$ cat src/rtl/pga_ram.sv
module pga_ram #(
    parameter int WIDTH = 8,
    parameter int DEPTH = 64
) (
    input  logic                                     i_clk,
    input  logic                                     i_we,
    input  logic [((DEPTH > 1) ? $clog2(DEPTH) : 1)-1:0] i_waddr,
    input  logic [WIDTH-1:0]                         i_wdata,
    input  logic [((DEPTH > 1) ? $clog2(DEPTH) : 1)-1:0] i_raddr,
    output logic [WIDTH-1:0]                         o_rdata
);

    logic [WIDTH-1:0] r_mem [DEPTH];
    logic [WIDTH-1:0] r_rdata;

    // Write port
    always_ff @(posedge i_clk) begin
        if (i_we) begin
            r_mem[i_waddr] <= i_wdata;
        end
    end

    // Registered read port
    always_ff @(posedge i_clk) begin
        r_rdata <= r_mem[i_raddr];
    end

    assign o_rdata = r_rdata;

endmodule

$ cat config.mk
export PLATFORM = sky130hd
export DESIGN_NAME = pga_ram
export DESIGN_NICKNAME = d
export VERILOG_FILES = /design/src/rtl/pga_ram.sv
export SDC_FILE = /design/constraint.sdc
export NUM_CORES = 1
export LEC_CHECK = 0
export BUFFER_PORTS_ARGS = -buffer_cell sky130_fd_sc_hd__clkbuf_2
export CAP_MARGIN = 20
export CORE_MARGIN = 2
export CORE_UTILIZATION = 35
export CTS_CLUSTER_SIZE = 25
export DETAILED_ROUTE_END_ITERATION = 8
export GPL_ROUTABILITY_DRIVEN = 0
export PLACE_DENSITY = 0.6
export SLEW_MARGIN = 0
export SYNTH_ARGS = -nofsm -noshare
export SYNTH_HDL_FRONTEND = slang
export SYNTH_SLANG_ARGS = --single-unit
$ cat constraint.sdc
create_clock -name i_clk -period 2.2 [get_ports i_clk]
set_input_delay 0.11 -clock i_clk [delete_from_list [all_inputs] [get_ports i_clk]]
set_output_delay 0.11 -clock i_clk [all_outputs]
set_load 0.1 [all_outputs]
======== Word-level counts from Yosys, hierarchy flattened ========
Memories as Yosys holds them, arrays and structs flattened. A register that Yosys moved wholly into a read port is not among the register bits.
Cells that the tools add are included.
word-level totals
  bits in writable memories ............... 512
  memories ................................ 1
  ROM bits ................................ 0
  bits in latches ......................... 0
  logic and storage cells ................. 3
  bits in registers ....................... 0
  input bits .............................. 22
operators by class
  multiplexer cells ....................... 2
  add/sub/neg operators ................... 0
  shift operators ......................... 0
  equality and inequality tests ........... 0
  div/mod/pow operators ................... 0
  multipliers ............................. 0
  bitwise logic cells ..................... 0
  reduce and logical (&&, ||, !) cells .... 0
  magnitude comparators ................... 0
memories
  name   depth  bits a word  read ports  clocked after memory_dff  write ports  RTL line  text
  r_mem  64     8            1           1                         1            13        logic [WIDTH-1:0] r_mem [DEPTH];
operators by type and width
  kind               count
  two-way mux 1 bit  2

======== Logic depth before layout (Yosys ltp) ========
  depth after elaboration ................. 2
  depth in mapped cells ................... 9
  gate-level depth less buffers ........... 5

======== Least setup slack after synthesis ========
OpenSTA, ideal clock, no wires.
  kind .................................... input to register
  start point ............................. in i_raddr[1] in the netlist's numbering
  end point ............................... reg r_rdata[3] (netlist: o_rdata[3]) (read register of r_mem)
  cell stages on the path ................. 7
  data required time ...................... 2072 ps
  path buffers ............................ 3
  slack ................................... 422 ps
  data arrival time ....................... 1650 ps
  library setup time ...................... 128 ps
  cell sequence ........................... buf_4 -> buf_2 -> buf_2 -> mux4_2 -> mux4_2 -> o21ai_1 -> o41ai_1
RTL lines
  what         RTL line  text
  from (decl)  9         input logic [((DEPTH > 1) ? $clog2(DEPTH) : 1)-1:0] i_raddr,
  to (decl)    14        logic [WIDTH-1:0] r_rdata;

==> results by group <==
Status
  • Status: complete, no violations

Synth
  • Synth Flop Type: edfxtp_1
  • Largest family of logic cells by synthesized area: multiplexers
  • Warnings, synthesis: 0
  • Post-synth top area share: 76.24%
  • Number of synthesized flops with an enable pin: 512
  • Simple-gate share of the synthesized area: 3.388%
  • Flops & latches, synth: 520
  • Cell taking the most area after synthesis: edfxtp_1
  • Syn Inst Count: 940
  • Top post-synthesis cells by area: edfxtp_1 (76%), mux4_2 (14%), nor2_1 (1.5%), mux2i_1 (1.1%), dfxtp_1 (0.79%)
  • Ys async rst share: 0%
  • Sequential share of the synthesized area: 77.03%
  • Post-synthesis adder-cell area fraction: 0%
  • Complex-gate fraction of the synthesized area: 2.072%
  • Post-synthesis mux area share: 15.94%
  • Area share of xor/xnor cells in the synthesized design: 0%
  • Synth cell types: 40
  • Avg Cell Area, Syn: 21.45 µm²
  • Synthesized net count: 962
  • Post-Syn Area: 20170 µm²

Power and ir drop
  • Pint: 16600 µW
  • Comb pwr share: 5.8%
  • Max IR drop VDD: 0.5307 mV
  • Switching Power: 4424 µW
  • Reg power frac: 52.4%
  • Clock share of power: 41.8%
  • P_leak: 0.007644 µW
  • Net Sw Frac: 21.04%
  • PD cells: 883.2 nW/µm²

CTS
  • Num CTS Buffers: 51
  • Clock transition at path regs: 0.06 ns
  • CTS Buffer Depth: 3
  • Worst skew pair latency: 0.59 ns
  • CTS H-Tree Depth: 2
  • CTS tree: yes
  • CTS root buffer: clkbuf_16
  • CTS Sinks: 520
  • # resized after CTS: 0

Timing
  • RSZ-0062 raised after global routing: false
  • Slew Limit Headroom: 49.95%
  • Crit share post-route: 94.08%
  • Hold slack: 0.03638 ns
  • Clock Skew: 0.008818 ns
  • Final hold viol count: 0
  • Final Max Slew Viols: 0
  • Final Setup Violations: 0
  • F_max: 0.4831 GHz
  • Min cycle time layout: 2.070 ns
  • Worst-Margin Slew: 0.7507 ns

Die
  • Die height: 244.0 µm
  • Core Rows: 87
  • DIE WIDTH: 244.0 µm
  • I/O Pins: 30
  • Die footprint: 59560 µm²
  • Initial Utilization: 35.56%
  • Core ar.: 56710 µm²

Setup path
  • CP top delay family: multiplexers
  • Stages on worst setup path: 5
  • CP max stage delay: 0.47 ns
  • Worst Path Buf+Inv: 0
  • Cell breakdown of the critical path: mux4_2, mux2_2, o221a_2, nor3_1, o32ai_1
  • CP startpoint: r_mem[29][6]
  • Critical path class: flip-flop to flip-flop
  • Kind of end point of the critical path: flip-flop
  • RR Endpoint: o_rdata[6]
  • Crit path capture: o_rdata[6]
  • Worst path slowest cell: mux4_2
  • Worst EP arrival: 2.53 ns
  • Startpoint types: flip-flop
  • Worst reg-to-reg path cell count: 5
  • Reg2Reg Setup Slack: 0.13 ns
  • CP required: 2.66 ns
  • Critical path fanouts, max: 1
  • Worst R2R Start: r_mem[29][6]

Cells and area
  • Non-filler cells, final: 1899
  • Most common cell after layout, fill and taps aside: edfxtp_1
  • Fill count: 4886
  • Layout cells sized above 1: 33.16%
  • NumNets Final: 1125
  • Final Core Density: 41.98%
  • Design area: 23810 µm²
  • # diodes: 0
  • Most frequent cells in the layout: edfxtp_1 (512), mux4_2 (126), buf_4 (120)
  • Layout area overhead: 18.05%

Placed design
  • Hpwl dp: 29.77 mm
  • Port Buffers: 29
  • Inst Count DP: 1805
  • DP Area: 22100 µm²

Global routing
  • Global-route wire length before repair: 68.21 mm
  • Total gr overflow: 0
  • Initial antenna violation count: 3
  • Largest net degree at the start of global routing: 65
  • Number of global-route vias before repair: 10090
  • All-layer global routing usage: 15.67%

Route
  • TritonRoute pass-1 iters: 5
  • Detailed Route Iter0 Violations: 905
  • DRT antenna net count: 0
  • Wire length per cell: 24.33 µm
  • Vias per cell: 5.186
  • Routed WL: 46.20 mm
  • Vias after detailed routing: 9848
  • Drc violations: 0

Run
  • # Max-Cap Violations: 0

Hold path
  • Min-delay worst type: input pin to flip-flop
## power groups by stage
| stage | Sequential (µW) | Combinational (µW) | Clock (µW) |
|---|---|---|---|
| after floorplan | 11300 | 584 | 0 |
| after global placement | 11200 | 1230 | 0 |
| after detailed placement | 11200 | 1240 | 0 |
| after CTS | 11000 | 1250 | 8970 |
| after global routing | 11000 | 1310 | 9330 |
| final | 11000 | 1230 | 8790 |
## state kept, by name (all words and copies together) (netlist names)
register  cells
o_rdata       8
r_mem       512
## area by class of cell
type | count | area (µm²) | area share [%]
clock inverters | 23 | 246.5 | 1.035
multi-input cells | 369 | 4315 | 18.13
clock buffers | 70 | 1450 | 6.091
repair buffers | 161 | 1315 | 5.523
well taps | 756 | 945.9 | 3.973
flip-flops and latches | 520 | 15530 | 65.25
## per-layer routing
metal	vias up	global-route usage [%]	part of all wire (%)
met2	333	25.49	49
met5	-	0	0.061
li1	4252	-	-
met4	4	4.143	2.0
met1	5188	21.68	43
met3	71	3.029	6.8
## kinds of logic after synthesis
group / count (synthesis)
AO/OA/AOI/OAI: 54
buffers and inverters: 51
flip-flops: 520
multiplexers: 162
AND/OR/NAND/NOR: 153
## synthesized netlist by cell type, drive strengths merged (3+ instances only)
library cell / instances
nor3: 7
nand3: 13
nand2: 19
o2111ai: 3
mux4: 126
clkbuf: 17
o22ai: 8
edfxtp: 512
a221oi: 6
o2bb2ai: 3
buf: 34
o221ai: 8
a21oi: 3
nand2b: 7
nor2: 83
a211oi: 4
o21ai: 4
a22oi: 3
mux2: 13
mux2i: 23
nor2b: 14
dfxtp: 8
nand3b: 3
## what timing repair did
item                                   in CTS  in global routing
endpoints found under the hold margin       1                  0
buffers inserted                            0                  0
hold buffers                                1                  0
## worst min-delay path by stage
stage               startpoint      endpoint  depth (start not counted)
detailed placement  i_raddr[5]    o_rdata[5]                          2
CTS                 i_wdata[0]  r_mem[17][0]                          2
finish              i_wdata[0]  r_mem[17][0]                          2
floorplan           i_wdata[0]   r_mem[0][0]                          0
global placement    i_raddr[5]    o_rdata[5]                          2
global route        i_wdata[0]  r_mem[17][0]                          2
## through the flow
step	power [µW]	setup TNS, ns	worst slack, ns
2_1_floorplan	11920	0	0.4223
3_3_place_gp	12450	-0.1073	-0.07657
3_5_place_dp	12460	-0.1406	-0.09965
4_1_cts	21230	0	0.1282
5_1_grt	21640	0	0.09063
6_report	21030	0	0.1302
No activity file was read; power rests on OpenSTA's default activity.
