`src/rtl/pga_pkg.sv`:
```
package pga_pkg;

    // Fixed field widths
    localparam int CNT_W     = 32;
    localparam int SUM_W     = 48;
    localparam int DEP_W     = 16;
    localparam int LAYER_W   = 5;
    localparam int ROW_W     = 8;
    localparam int PIDX_W    = 13;
    localparam int PAD_W     = 14;
    localparam int HW_LAYERS = 32;

    // Default sizes
    localparam int NUM_PADS_DEF   = 5768;
    localparam int NUM_LAYERS_DEF = 32;

    // Function codes
    localparam logic [1:0] FUNC_EVENT      = 2'd0;
    localparam logic [1:0] FUNC_CLUSTER    = 2'd1;
    localparam logic [1:0] FUNC_READ_PAD   = 2'd2;
    localparam logic [1:0] FUNC_READ_LAYER = 2'd3;

    // One pad entry of the pad memory
    typedef struct packed {
        logic             noisy;
        logic [CNT_W-1:0] hits;
        logic [SUM_W-1:0] sum;
    } t_pad_rec;

    // Item context handed to the update logic
    typedef struct packed {
        logic [1:0]       func;
        logic             has_track;
        logic             pad_ok;
        logic             layer_ok;
        logic             event_open;
        logic [CNT_W-1:0] track_events;
        logic [DEP_W-1:0] deposit;
    } t_upd_in;

    // Write-back and result from the update logic
    typedef struct packed {
        logic             pad_we;
        t_pad_rec         pad_wdata;
        logic             layer_we;
        logic [CNT_W-1:0] layer_wdata;
        logic             event_we;
        logic             event_open;
        logic [CNT_W-1:0] track_events;
        logic             done;
        logic [CNT_W-1:0] count_value;
        logic [SUM_W-1:0] sum_value;
    } t_upd_out;

    function automatic logic [CNT_W-1:0] sat_inc(input logic [CNT_W-1:0] v);
        logic [CNT_W-1:0] r;
        r = (v == {CNT_W{1'b1}}) ? v : v + CNT_W'(1);
        return r;
    endfunction

    // First pad of each layer
    function automatic logic [PIDX_W-1:0] layer_start(input logic [LAYER_W-1:0] layer);
        logic [PIDX_W-1:0] s;
        case (layer)
            5'd0:    s = 13'd0;
            5'd1:    s = 13'd48;
            5'd2:    s = 13'd96;
            5'd3:    s = 13'd168;
            5'd4:    s = 13'd264;
            5'd5:    s = 13'd384;
            5'd6:    s = 13'd528;
            5'd7:    s = 13'd696;
            5'd8:    s = 13'd888;
            5'd9:    s = 13'd1104;
            5'd10:   s = 13'd1344;
            5'd11:   s = 13'd1552;
            5'd12:   s = 13'd1770;
            5'd13:   s = 13'd2000;
            5'd14:   s = 13'd2214;
            5'd15:   s = 13'd2426;
            5'd16:   s = 13'd2640;
            5'd17:   s = 13'd2860;
            5'd18:   s = 13'd3084;
            5'd19:   s = 13'd3316;
            5'd20:   s = 13'd3554;
            5'd21:   s = 13'd3798;
            5'd22:   s = 13'd4030;
            5'd23:   s = 13'd4248;
            5'd24:   s = 13'd4458;
            5'd25:   s = 13'd4664;
            5'd26:   s = 13'd4866;
            5'd27:   s = 13'd5066;
            5'd28:   s = 13'd5262;
            5'd29:   s = 13'd5440;
            5'd30:   s = 13'd5570;
            default: s = 13'd5678;
        endcase
        return s;
    endfunction

    // Fixed noisy-pad mask
    function automatic logic is_noisy(input logic [PAD_W-1:0] pad);
        logic n;
        case (pad) inside
            14'd59, 14'd72, 14'd110, [14'd134:14'd135], 14'd185, 14'd222, 14'd284,
            14'd332, 14'd408, 14'd467, 14'd555, 14'd626, 14'd726, 14'd809, 14'd921,
            14'd1016, 14'd1140, 14'd1363, [14'd1503:14'd1515], [14'd1564:14'd1565],
            [14'd1628:14'd1630], [14'd1728:14'd1730], 14'd1778, [14'd1817:14'd1820],
            [14'd1849:14'd1851], [14'd2035:14'd2038], [14'd2067:14'd2069],
            [14'd2244:14'd2248], [14'd2276:14'd2278], [14'd2454:14'd2457],
            [14'd2485:14'd2488], [14'd2667:14'd2670], [14'd2698:14'd2701],
            [14'd2794:14'd2809], [14'd2886:14'd2888], [14'd2917:14'd2919],
            [14'd3001:14'd3018], [14'd3037:14'd3054], [14'd3110:14'd3113],
            [14'd3141:14'd3143], [14'd3227:14'd3231], [14'd3289:14'd3297],
            [14'd3341:14'd3344], [14'd3373:14'd3375], [14'd3413:14'd3419],
            [14'd3540:14'd3546], [14'd3578:14'd3581], [14'd3610:14'd3612],
            [14'd3660:14'd3665], [14'd3813:14'd3815], [14'd3844:14'd3846],
            [14'd3904:14'd3908], [14'd4034:14'd4036], [14'd4065:14'd4067],
            [14'd4134:14'd4137], [14'd4276:14'd4278], [14'd4353:14'd4356],
            [14'd4409:14'd4452], [14'd4480:14'd4482], [14'd4565:14'd4568],
            [14'd4611:14'd4619], [14'd4680:14'd4682], [14'd4720:14'd4728],
            [14'd4774:14'd4776], [14'd4878:14'd4880], [14'd4929:14'd4936],
            [14'd4981:14'd4982], [14'd5072:14'd5074], [14'd5134:14'd5140],
            [14'd5183:14'd5184], [14'd5328:14'd5333], [14'd5372:14'd5374],
            [14'd5487:14'd5492], [14'd5530:14'd5533], [14'd5612:14'd5616],
            [14'd5654:14'd5655], [14'd5716:14'd5720], [14'd5757:14'd5758]: n = 1'b1;
            default: n = 1'b0;
        endcase
        return n;
    endfunction

endpackage

```
`src/rtl/pga_upd.sv`:
```
module pga_upd (
    input  pga_pkg::t_upd_in                i_ctx,
    input  pga_pkg::t_pad_rec               i_pad_rd,
    input  logic [pga_pkg::CNT_W-1:0]       i_layer_rd,
    output pga_pkg::t_upd_out               o_upd
);

    logic [pga_pkg::SUM_W:0]   sum_full;
    logic [pga_pkg::SUM_W-1:0] sum_sat;
    logic                      pad_noisy;

    // Saturating deposit sum
    assign sum_full  = {1'b0, i_pad_rd.sum} + (pga_pkg::SUM_W+1)'(i_ctx.deposit);
    assign sum_sat   = sum_full[pga_pkg::SUM_W] ? {pga_pkg::SUM_W{1'b1}}
                                                : sum_full[pga_pkg::SUM_W-1:0];
    assign pad_noisy = i_ctx.pad_ok && i_pad_rd.noisy;

    // Decode the function and build write-back and result
    always_comb begin
        o_upd              = '0;
        o_upd.event_open   = i_ctx.event_open;
        o_upd.track_events = i_ctx.track_events;
        unique case (i_ctx.func)
            pga_pkg::FUNC_EVENT: begin
                o_upd.event_we   = 1'b1;
                o_upd.event_open = i_ctx.has_track;
                if (i_ctx.has_track) begin
                    o_upd.track_events = pga_pkg::sat_inc(i_ctx.track_events);
                end
            end
            pga_pkg::FUNC_CLUSTER: begin
                if (i_ctx.event_open && i_ctx.layer_ok && !pad_noisy) begin
                    o_upd.layer_we    = 1'b1;
                    o_upd.layer_wdata = pga_pkg::sat_inc(i_layer_rd);
                    if (i_ctx.pad_ok) begin
                        o_upd.pad_we          = 1'b1;
                        o_upd.pad_wdata.noisy = i_pad_rd.noisy;
                        o_upd.pad_wdata.hits  = pga_pkg::sat_inc(i_pad_rd.hits);
                        o_upd.pad_wdata.sum   = sum_sat;
                    end
                end
            end
            pga_pkg::FUNC_READ_PAD: begin
                o_upd.done = 1'b1;
                if (i_ctx.pad_ok) begin
                    o_upd.count_value = i_pad_rd.hits;
                    o_upd.sum_value   = i_pad_rd.sum;
                end
            end
            pga_pkg::FUNC_READ_LAYER: begin
                o_upd.done        = 1'b1;
                o_upd.count_value = i_ctx.layer_ok ? i_layer_rd : '0;
                o_upd.sum_value   = pga_pkg::SUM_W'(i_ctx.track_events);
            end
            default: begin
                o_upd.done = 1'b0;
            end
        endcase
    end

endmodule

```
`config.mk`:
```
export PLATFORM = sky130hd
export DESIGN_NAME = pga_upd
export DESIGN_NICKNAME = d
export VERILOG_FILES = /design/src/rtl/pga_pkg.sv /design/src/rtl/pga_upd.sv
export SDC_FILE = /design/constraint.sdc
export NUM_CORES = 1
export LEC_CHECK = 0
export BUFFER_PORTS_ARGS = -buffer_cell sky130_fd_sc_hd__clkbuf_2
export CORE_AREA = 5 5 151 153
export DETAILED_ROUTE_END_ITERATION = 8
export DIE_AREA = 0 0 156 158
export GPL_TIMING_DRIVEN = 0
export PLACE_DENSITY_LB_ADDON = 0.08
export SYNTH_ARGS = -nofsm -noshare
export SYNTH_HDL_FRONTEND = slang
export SYNTH_SLANG_ARGS = --single-unit
```
`constraint.sdc`:
```
create_clock -name vclk -period 3.8
set_input_delay 0.57 -clock vclk [all_inputs]
set_output_delay 0.57 -clock vclk [all_outputs]
set_load 0.005 [all_outputs]
```
### After elaboration in Yosys (flattened, before gate mapping)

Index checks and enable logic that the tools add are counted.

* register bits: 0
* input bits: 167
* output and inout bits: 230
* word-level logic and storage cells: 27

* add/subtract/negate cells: 4
* equality and inequality tests: 6
* muxes and demuxes: 12
* reductions and logical operators: 5

Operators by type and width (count)
* two-way mux 115 bit: 2
* case mux 81 bit (2 select lines): 1
* two-way mux 32 bit: 5
* adder 32 x 1 -> 32 bit, second input constant: 3
* == test 32 bit, second input constant: 3
* two-way mux 82 bit: 1
* two-way mux 80 bit: 1
* adder 48 x 16 -> 49 bit: 1
* two-way mux 48 bit: 1
* two-way mux 34 bit: 1
* == test 2 bit, second input constant: 2
* logical AND 1 bit: 3
* == test 2 x 1 -> 1 bit, second input constant: 1
* zero test 2 bit: 1
* zero test 1 bit: 1

### Depth between registers and ports, before layout

Gate-level depths: netlist (run 1).

* word-level depth: 5
* gate-level depth with buffers: 11
* depth with buffers taken out: 8

### Worst setup path before layout (run 1)

Ideal clock, no wire load.

* kind: input to output
* start point: input port i_ctx[0] (netlist name)
* end point: output port o_upd[186] (netlist name)
* arrival time: 2.632 ns
* required time: 3.230 ns
* setup slack: 0.598 ns
* cell stages on the path: 9
* path buffers: 1
* cell sequence: ha_1 fa_1 a211oi_1 o21ai_2 o211ai_4 buf_6 a21oi_1 and4_1 a211oi_1

RTL lines
* start, declared: RTL line pga_upd.sv:2 `input pga_pkg::t_upd_in i_ctx,`
* end, declared: RTL line pga_upd.sv:5 `output pga_pkg::t_upd_out o_upd`

==> results of run 1 <==
## through the flow
step           util (%)  cell area (um^2)  TNS [ns]  instances
6_report           37.9              8120         0       1544
5_1_grt            37.9              8120   -0.0339       1544
4_1_cts            37.9              8110         0       1543
3_5_place_dp       37.8              8090    -0.617       1543
3_3_place_gp       37.8              8090    -0.881       1543
2_1_floorplan         -              5780         0        871
## metal layers
| metal | share of wire [%] | global-route usage (%) | wire (um) |
|---|---|---|---|
| met1 | 39 | 28.3 | 12600 |
| met2 | 51 | 45.9 | 16500 |
| met3 | 7.1 | 3.75 | 2300 |
| met4 | 2.9 | 6.13 | 933 |
| met5 | 0.040 | 0 | 13 |
## area by class of cell
class | instances | area [um^2]
inverter | 11 | 41.3
timing repair buffer | 393 | 1970
multi-input combinational | 789 | 5410
fill | 2474 | 13300
buffer | 71 | 352
tap | 280 | 350
## power by group
group | switching, mW | internal, mW | total [mW]
sequential | 0 | 0 | 0
clock | 0 | 0 | 0
combinational | 0.414 | 0.285 | 0.699
total | 0.414 | 0.285 | 0.699
## timing repair
item / in CTS / in global routing
gates cloned: 0 / 0
gates resized for setup: 5 / 5
endpoints found under the setup margin: 28 / 15
buffers inserted: 0 / 1
pin swaps: 0 / 1
endpoints found under the hold margin: 0 / 0
## critical path, stage by stage
cell	delay, ns
clkbuf_2	0.10
ha_1	0.26
clkbuf_1	0.28
a21boi_1	0.42
o211ai_4	0.19
buf_6	0.20
a211oi_4	0.49
nand2_1	0.25
o311ai_0	0.17
clkbuf_2	0.19
## kinds of logic (layout without fill, tap and decap cells)
kind of cell | Yosys count | count (layout)
compound gates | 253 | 253
xor+xnor | 100 | 100
fa+ha+maj | 20 | 20
buf+inv | 82 | 475
mux | 7 | 7
other cells | 1 | 1
simple gates | 408 | 408
## how the worst max path moves through the flow
stage | slack, ns | endpoint | startpoint
global placement | -0.1 | o_upd[167] | i_ctx[0]
finish | 0.1 | o_upd[161] | i_pad_rd[8]
global route | -0.03 | o_upd[186] | i_ctx[0]
detailed placement | -0.1 | o_upd[161] | i_pad_rd[8]
CTS | 0.07 | o_upd[186] | i_ctx[0]
floorplan | 0.60 | o_upd[186] | i_ctx[0]
## placed cells by master (no fill, tap or decap), types with 8 or more instances in the layout
master,n
buf_2,18
and4_1,18
a22o_1,64
xor2_1,36
nand2_1,68
clkbuf_2,397
o21ai_0,23
a21o_1,10
buf_4,10
or3_1,10
a21oi_1,51
xnor2_1,64
and3_1,31
nor3_1,24
ha_1,19
clkbuf_1,33
a211oi_1,12
nand4_1,30
o31ai_1,8
nand3_1,59
nor4_1,9
nor2_1,96
inv_1,11
a31oi_1,17
and2_1,23
==> results.yml, run 1 <==
floorplanning:
  die_height_um: 158
  ios: 397
  core_area_mm2: 0.0214
  initial_core_util_pct: 27.0
  die_area_mm2: 0.0246
  die_x_um: 156
  rows: 54
cells_and_area:
  fin_nets: 1453
  clockBufferCount: 0
  ff_latch_area_um2: 0
  drive_gt1_share_pct: 37.4
  diodes: 0
  seq_cell_count: 0
  synthToLayoutAreaGrowth_pct: 40.6
worst_setup_path:
  worst_ep_required_time_ns: 3.23
  worstPathMaxFanout: 10
  critPathKind: "in2out"
  end_kind: "output port"
  cp-start-kind: "input port"
  arrival_ns: 3.13
timing:
  finalHoldViolations: 0
  slew_headroom_pct: 39.8
  period_share_pct: 97.4
  post-route-min-period_ns: 3.70
  layout_setup_ws_ns: 0.0975
  rsz0062_at_grt: "true"
  tightest_slew_ns: 0.903
  fmax_mhz: 270
  holdWs_ns: 1.42
  finalMaxSlewViolations: 0
  setup_viol: 0
global_routing:
  grt_pass1_wl_um: 47600
  grt_overflow: 0
  grt_pass1_vias: 8345
  grt_antenna_before_repair: 1
  grt_usage_pct: 24.2
  grt_max_degree: 11
hold_path:
  hold_depth: 3
  hold_path.class: "in2out"
  holdCritStartpoint: "i_ctx[29]"
  min_delay_worst_endpoint: "o_upd[94]"
drt:
  wl_per_cell_um: 20.9
  final_antenna_net_count: 0
  via_per_inst: 5.45
  via_count: 8417
  drcViolationCount: 0
  totalWireLength_um: 32300
  drtPass1Iterations: 5
  drtIter0Drc: 551
placed_design:
  pre_cts_slack_ns: -0.0956
  io_buffers: 392
  place_hpwl_um: 27600
  finalWeightedCongestion: 0.892
pwr:
  power.density_mw_per_mm2: 86.1
  ir_worst_vdd_mv: 0.0407
  cellLeakagePower_nw: 3.78
  p_total_uw: 699
logic_synthesis:
  synthMuxAreaShare_pct: 1.26
  yosysSeqAreaShare_pct: 0
  synth.most_common_cell: "nor2_1"
  synth_top_family_by_area: "simple AND/OR/NAND/NOR gates"
  avgSynthCellArea_um2: 6.63
  syn-num-nets: 1058
  synth_top_area_share_pct: 9.71
  yosysTopAreaCell: "a22o_1"
  synth_cells: 871
  synthAdderAreaFrac_pct: 4.46
  synth_area_leaders: "a22o_1 9.7%, xnor2_1 9.7%, nor2_1 6.2%"
  yosysUniqueCellTypes: 80
  synth_compound_area_share_pct: 33.4
  synth-simple-area-share_pct: 39.0
  ys_warn_count: 0
  synth_xor_area_share_pct: 15.2
  syn-cell-area_mm2: 0.00578
  synth_common_cells: "96 x nor2_1, 68 x nand2_1, 64 x a22o_1, 64 x xnor2_1, 59 x nand3_1"
clocking:
  holdBufCountCts: 0
job:
  max_cap_violations: 0
outcome:
  outcome: "completed"
Note: power is estimated with default switching activity, not from simulation.
==> run 2, diff against run 1 <==
--- a/config.mk
+++ b/config.mk
@@ -10,7 +10,8 @@
 export DETAILED_ROUTE_END_ITERATION = 8
 export DIE_AREA = 0 0 156 158
 export GPL_TIMING_DRIVEN = 0
-export PLACE_DENSITY_LB_ADDON = 0.08
+export PLACE_DENSITY = 0.57
+export REMOVE_ABC_BUFFERS = 1
 export SYNTH_ARGS = -nofsm -noshare
 export SYNTH_HDL_FRONTEND = slang
 export SYNTH_SLANG_ARGS = --single-unit
==> run 2 against run 1 <==
  * Non-clock buffer count decreased by 56
  * Via count down 1.4%
  * Worst hold slack got worse by 0.011 ns
  * Power is 0.75% lower
  * Critical path depth down 1
  * Core utilization decreased by 0.55 points
  * Combinational power is 0.7% lower
  * Critical path type unchanged
  * Die area unchanged
  * Clock-buffer cell count unchanged
==> results.yml, run 2 (synthesis gave the netlist of run 1 again) <==
floorplanning:
  ios: 397
  rows: 54
  die_x_um: 156
  die_area_mm2: 0.0246
  core_area_mm2: 0.0214
  die_height_um: 158
  initial_core_util_pct: 27.0
global_routing:
  gr-max-usage-layer: "met2"
  grt_usage_pct: 22.1
  met3_usage_pct: 2.54
  grt_overflow: 0
  grt_antenna_before_repair: 0
  grt_max_degree: 80
  grt_pass1_wl_um: 44400
  grt_use_met1_pct: 26.6
  grt_pass1_vias: 7839
  grt_use_met2_pct: 42.6
cells_and_area:
  synthToLayoutAreaGrowth_pct: 38.6
  ff_latch_area_um2: 0
  drive_gt1_share_pct: 38.1
  clockBufferCount: 0
  final_common_cell: "clkbuf_2"
  fin_nets: 1398
  fillers: 2400
  multi_input_area_mm2: 0.00548
  mostFrequentLayoutCells: "396 x clkbuf_2, 96 x nor2_1, 67 x nand2_1, 64 x a22o_1, 64 x xnor2_1"
  seq_cell_count: 0
  diodes: 0
  fin_util_pct: 37.4
placed_design:
  finalWeightedCongestion: 0.928
  place_hpwl_um: 24700
  io_buffers: 396
  pre_cts_slack_ns: -0.671
timing:
  slew_headroom_pct: 19.8
  setup-tns-final_ns: 0
  finalHoldViolations: 0
  post-route-min-period_ns: 3.70
  period_share_pct: 97.3
  setup_viol: 0
  layout_setup_ws_ns: 0.104
  finalMaxSlewViolations: 0
  tightest_slew_ns: 1.20
  rsz0062_at_grt: "false"
  fmax_mhz: 271
drt:
  final_antenna_net_count: 0
  drcViolationCount: 0
  totalWireLength_um: 30100
  wl_per_cell_um: 20.2
  drtPass1Iterations: 5
  via_count: 8296
  drtIter0Drc: 457
  via_per_inst: 5.57
pwr:
  cellLeakagePower_nw: 3.70
  p_sw_share_pct: 59.0
  comb_power_share_pct: 100.0
  pwr-share-seq_pct: 0
  p_sw_uw: 409
  p_total_uw: 694
  p_int_uw: 285
  power.density_mw_per_mm2: 86.7
  ir_worst_vdd_mv: 0.0485
  clkPwrFrac_pct: 0
worst_setup_path:
  crit_path_start: "i_pad_rd[9]"
  critPathTopFamily: "simple AND/OR/NAND/NOR gates"
  cp-start-kind: "input port"
  worst_ep_required_time_ns: 3.23
  max_stage_delay_ns: 0.51
  crit_buf_inv: 2
  end_kind: "output port"
  critPathKind: "in2out"
  worstPathMaxFanout: 8
  crit_slowest_cell: "or4_1"
  arrival_ns: 3.13
  crit_path_cell_trace: "clkbuf_2 -> ha_1 -> and2_1 -> and3_4 -> o211a_1 -> nor2_4 -> or4_1 -> a31oi_1 -> clkbuf_2"
  cpMostUsedCell: "clkbuf_2"
hold_path:
  min_delay_worst_endpoint: "o_upd[80]"
  holdCritStartpoint: "i_ctx[53]"
  hold_path.class: "in2out"
  hold_depth: 2
job:
  max_cap_violations: 0
clocking:
  holdBufCountCts: 0
outcome:
  outcome: "completed"
==> run 2: cell count changes in the layout (fill, tap and decap cells not counted), sizes merged <==
cell and delta:
nor4 +1, buf -22, clkbuf -34
==> run 2: power by group through the flow <==
stage               sequential, mW  combinational (mW)  clock, mW
floorplan                        0               0.331          0
global placement                 0               0.663          0
detailed placement               0               0.669          0
CTS                              0               0.688          0
global route                     0               0.752          0
finish                           0               0.694          0
==> run 2: final cells by class <==
class / instances / share of cell area (%)
Multi-Input combinational cell: 790 / 68.5
Inverter: 11 / 0.516
Tap cell: 280 / 4.38
Timing Repair Buffer: 408 / 26.6
==> run 2: timing repair <==
| item | CTS | global route |
|---|---|---|
| endpoints found under the hold margin | 0 | 0 |
| gates cloned | 1 | 0 |
| pin swaps | 4 | 1 |
| setup endpoints to repair | 46 | 15 |
| setup buffers | 9 | 1 |
| resized for setup | 7 | 5 |
==> run 2: through the flow <==
step | instance area, um^2 | cells | hold slack (ns)
2_1_floorplan | 5430 | 800 | 1.14
3_3_place_gp | 7760 | 1476 | 1.39
3_5_place_dp | 7830 | 1478 | 1.39
4_1_cts | 7980 | 1488 | 1.39
5_1_grt | 8000 | 1489 | 1.42
6_report | 8000 | 1489 | 1.41
==> run 2: worst max path at each step <==
stage,to,slack (ns),cells past startpoint
2_1_floorplan,o_upd[161],-0.55,8
3_3_place_gp,o_upd[161],-2.77,9
3_5_place_dp,o_upd[161],-0.67,10
4_1_cts,o_upd[172],0.05,9
5_1_grt,o_upd[161],0.03,10
6_report,o_upd[172],0.10,9
==> run 2: metal layers <==
layer,vias up,part of all wire (%),wire [um]
met5,-,0,0
met4,0,1.1,346
met3,20,6.9,2070
met2,345,52,15700
met1,3936,40,12000
li1,3995,-,-
==> run 3, diff against run 2 <==
--- a/config.mk
+++ b/config.mk
@@ -11,6 +11,7 @@
 export DIE_AREA = 0 0 156 158
 export GPL_TIMING_DRIVEN = 0
 export PLACE_DENSITY = 0.57
+export RECOVER_POWER = 50
 export REMOVE_ABC_BUFFERS = 1
 export SYNTH_ARGS = -nofsm -noshare
 export SYNTH_HDL_FRONTEND = slang
==> run 3 against run 2 <==
  * Non-clock buffer count did not move
  * Core utilization shrank 0.47 points
  * Combinational power shrank 1%
  * Die area did not move
  * Critical path type unchanged
  * Critical endpoint unchanged
  * Largest power group unchanged
  * Highest routed layer unchanged
==> results.yml, run 3 (synthesis gave the netlist of run 1 again) <==
outcome:
  outcome: "completed"
worst_setup_path:
  critPathKind: "in2out"
  crit_cells: 9
  cpMostUsedCell: "clkbuf_2"
  crit_path_start: "i_pad_rd[9]"
  cp-endpoint: "o_upd[172]"
  worst_ep_required_time_ns: 3.23
  worstPathMaxFanout: 8
  end_kind: "output port"
  arrival_ns: 3.13
  cp-start-kind: "input port"
  crit_slowest_cell: "or4_1"
  crit_path_cell_trace: "clkbuf_2 -> ha_1 -> and2_1 -> and3_4 -> o211a_1 -> nor2_4 -> or4_1 -> a31oi_1 -> clkbuf_2"
  crit_buf_inv: 2
  critPathTopFamily: "simple AND/OR/NAND/NOR gates"
  max_stage_delay_ns: 0.51
drt:
  wl_per_cell_um: 20.3
  drtPass1Iterations: 4
  via_per_inst: 5.60
  totalWireLength_um: 30200
  via_count: 8343
  drtIter0Drc: 403
  final_antenna_net_count: 0
  drcViolationCount: 0
timing:
  tightest_slew_ns: 1.21
  fmax_mhz: 270
  period_share_pct: 97.3
  setup_viol: 0
  setup-tns-final_ns: 0
  finalHoldViolations: 0
  finalMaxSlewViolations: 0
  rsz0062_at_grt: "false"
  slew_headroom_pct: 19.3
  post-route-min-period_ns: 3.70
cells_and_area:
  seq_cell_count: 0
  synthToLayoutAreaGrowth_pct: 36.8
  diodes: 0
  final_cells: 1489
  final_common_cell: "clkbuf_2"
  fin_nets: 1398
  mostFrequentLayoutCells: "335 x clkbuf_2, 96 x nor2_1, 67 x nand2_1, 64 x a22o_1, 64 x xnor2_1"
  clockBufferCount: 0
  drive_gt1_share_pct: 33.0
  ff_latch_area_um2: 0
  fin_util_pct: 36.9
global_routing:
  grt_max_degree: 80
  grt_pass1_vias: 7839
  grt_overflow: 0
  grt_usage_pct: 22.1
  grt_pass1_wl_um: 44400
  grt_antenna_before_repair: 0
floorplanning:
  ios: 397
  die_area_mm2: 0.0246
  die_height_um: 158
  rows: 54
  initial_core_util_pct: 27.0
  die_x_um: 156
  core_area_mm2: 0.0214
pwr:
  power.density_mw_per_mm2: 86.6
  clkPwrFrac_pct: 0
  p_sw_uw: 409
  p_sw_share_pct: 59.7
  cellLeakagePower_nw: 3.47
  pwr-share-seq_pct: 0
  ir_worst_vdd_mv: 0.0466
  p_int_uw: 276
  comb_power_share_pct: 100.0
hold_path:
  hold_path.class: "in2out"
placed_design:
  io_buffers: 396
  finalWeightedCongestion: 0.928
  place_inst: 1478
  place_hpwl_um: 24700
clocking:
  holdBufCountCts: 0
job:
  max_cap_violations: 0
-- run 3: worst min path at each step --
stage                    from  depth (start not counted)   endpoint  slack [ns]
CTS                 i_ctx[53]                          2  o_upd[80]        1.39
detailed placement  i_ctx[53]                          2  o_upd[80]        1.39
finish              i_ctx[53]                          2  o_upd[80]        1.40
global placement    i_ctx[53]                          2  o_upd[80]        1.39
floorplan           i_ctx[53]                          0  o_upd[80]        1.14
global route        i_ctx[53]                          2  o_upd[80]        1.42
-- run 3: power groups by stage --
stage,Combinational (mW),Clock (mW),Sequential (mW)
after global routing,0.741,0,0
after detailed placement,0.669,0,0
after CTS,0.688,0,0
final,0.685,0,0
after floorplan,0.331,0,0
after global placement,0.663,0,0
-- run 3: routing by layer --
layer	GRT usage [%]	up-vias	part of all wire [%]
li1	-	3997	-
met1	26.6	3977	40
met2	42.6	347	52
met3	2.54	22	6.7
met4	3.17	0	1.3
met5	0	-	0
-- run 3: area by class of cell --
cell class | count | area (um^2)
fillers | 2430 | 13500
repair buffers | 408 | 2040
multi-input cells | 790 | 5470
well taps | 280 | 350
inverters | 11 | 41.3
-- run 3: metrics by stage --
step	cell area, um^2	power [mW]	hold WS (ns)	setup WS, ns
floorplan	5430	0.331	1.14	-0.546
global placement	7760	0.663	1.39	-2.77
detailed placement	7830	0.669	1.39	-0.671
CTS	7980	0.688	1.39	0.0451
global route	7900	0.741	1.42	0.0189
finish	7900	0.685	1.40	0.101
-- run 3: timing repair --
item	4_1_cts	5_1_grt
pin swaps	4	1
setup buffers	9	1
resized for setup	7	5
gates cloned	1	0
setup endpoints to repair	46	15
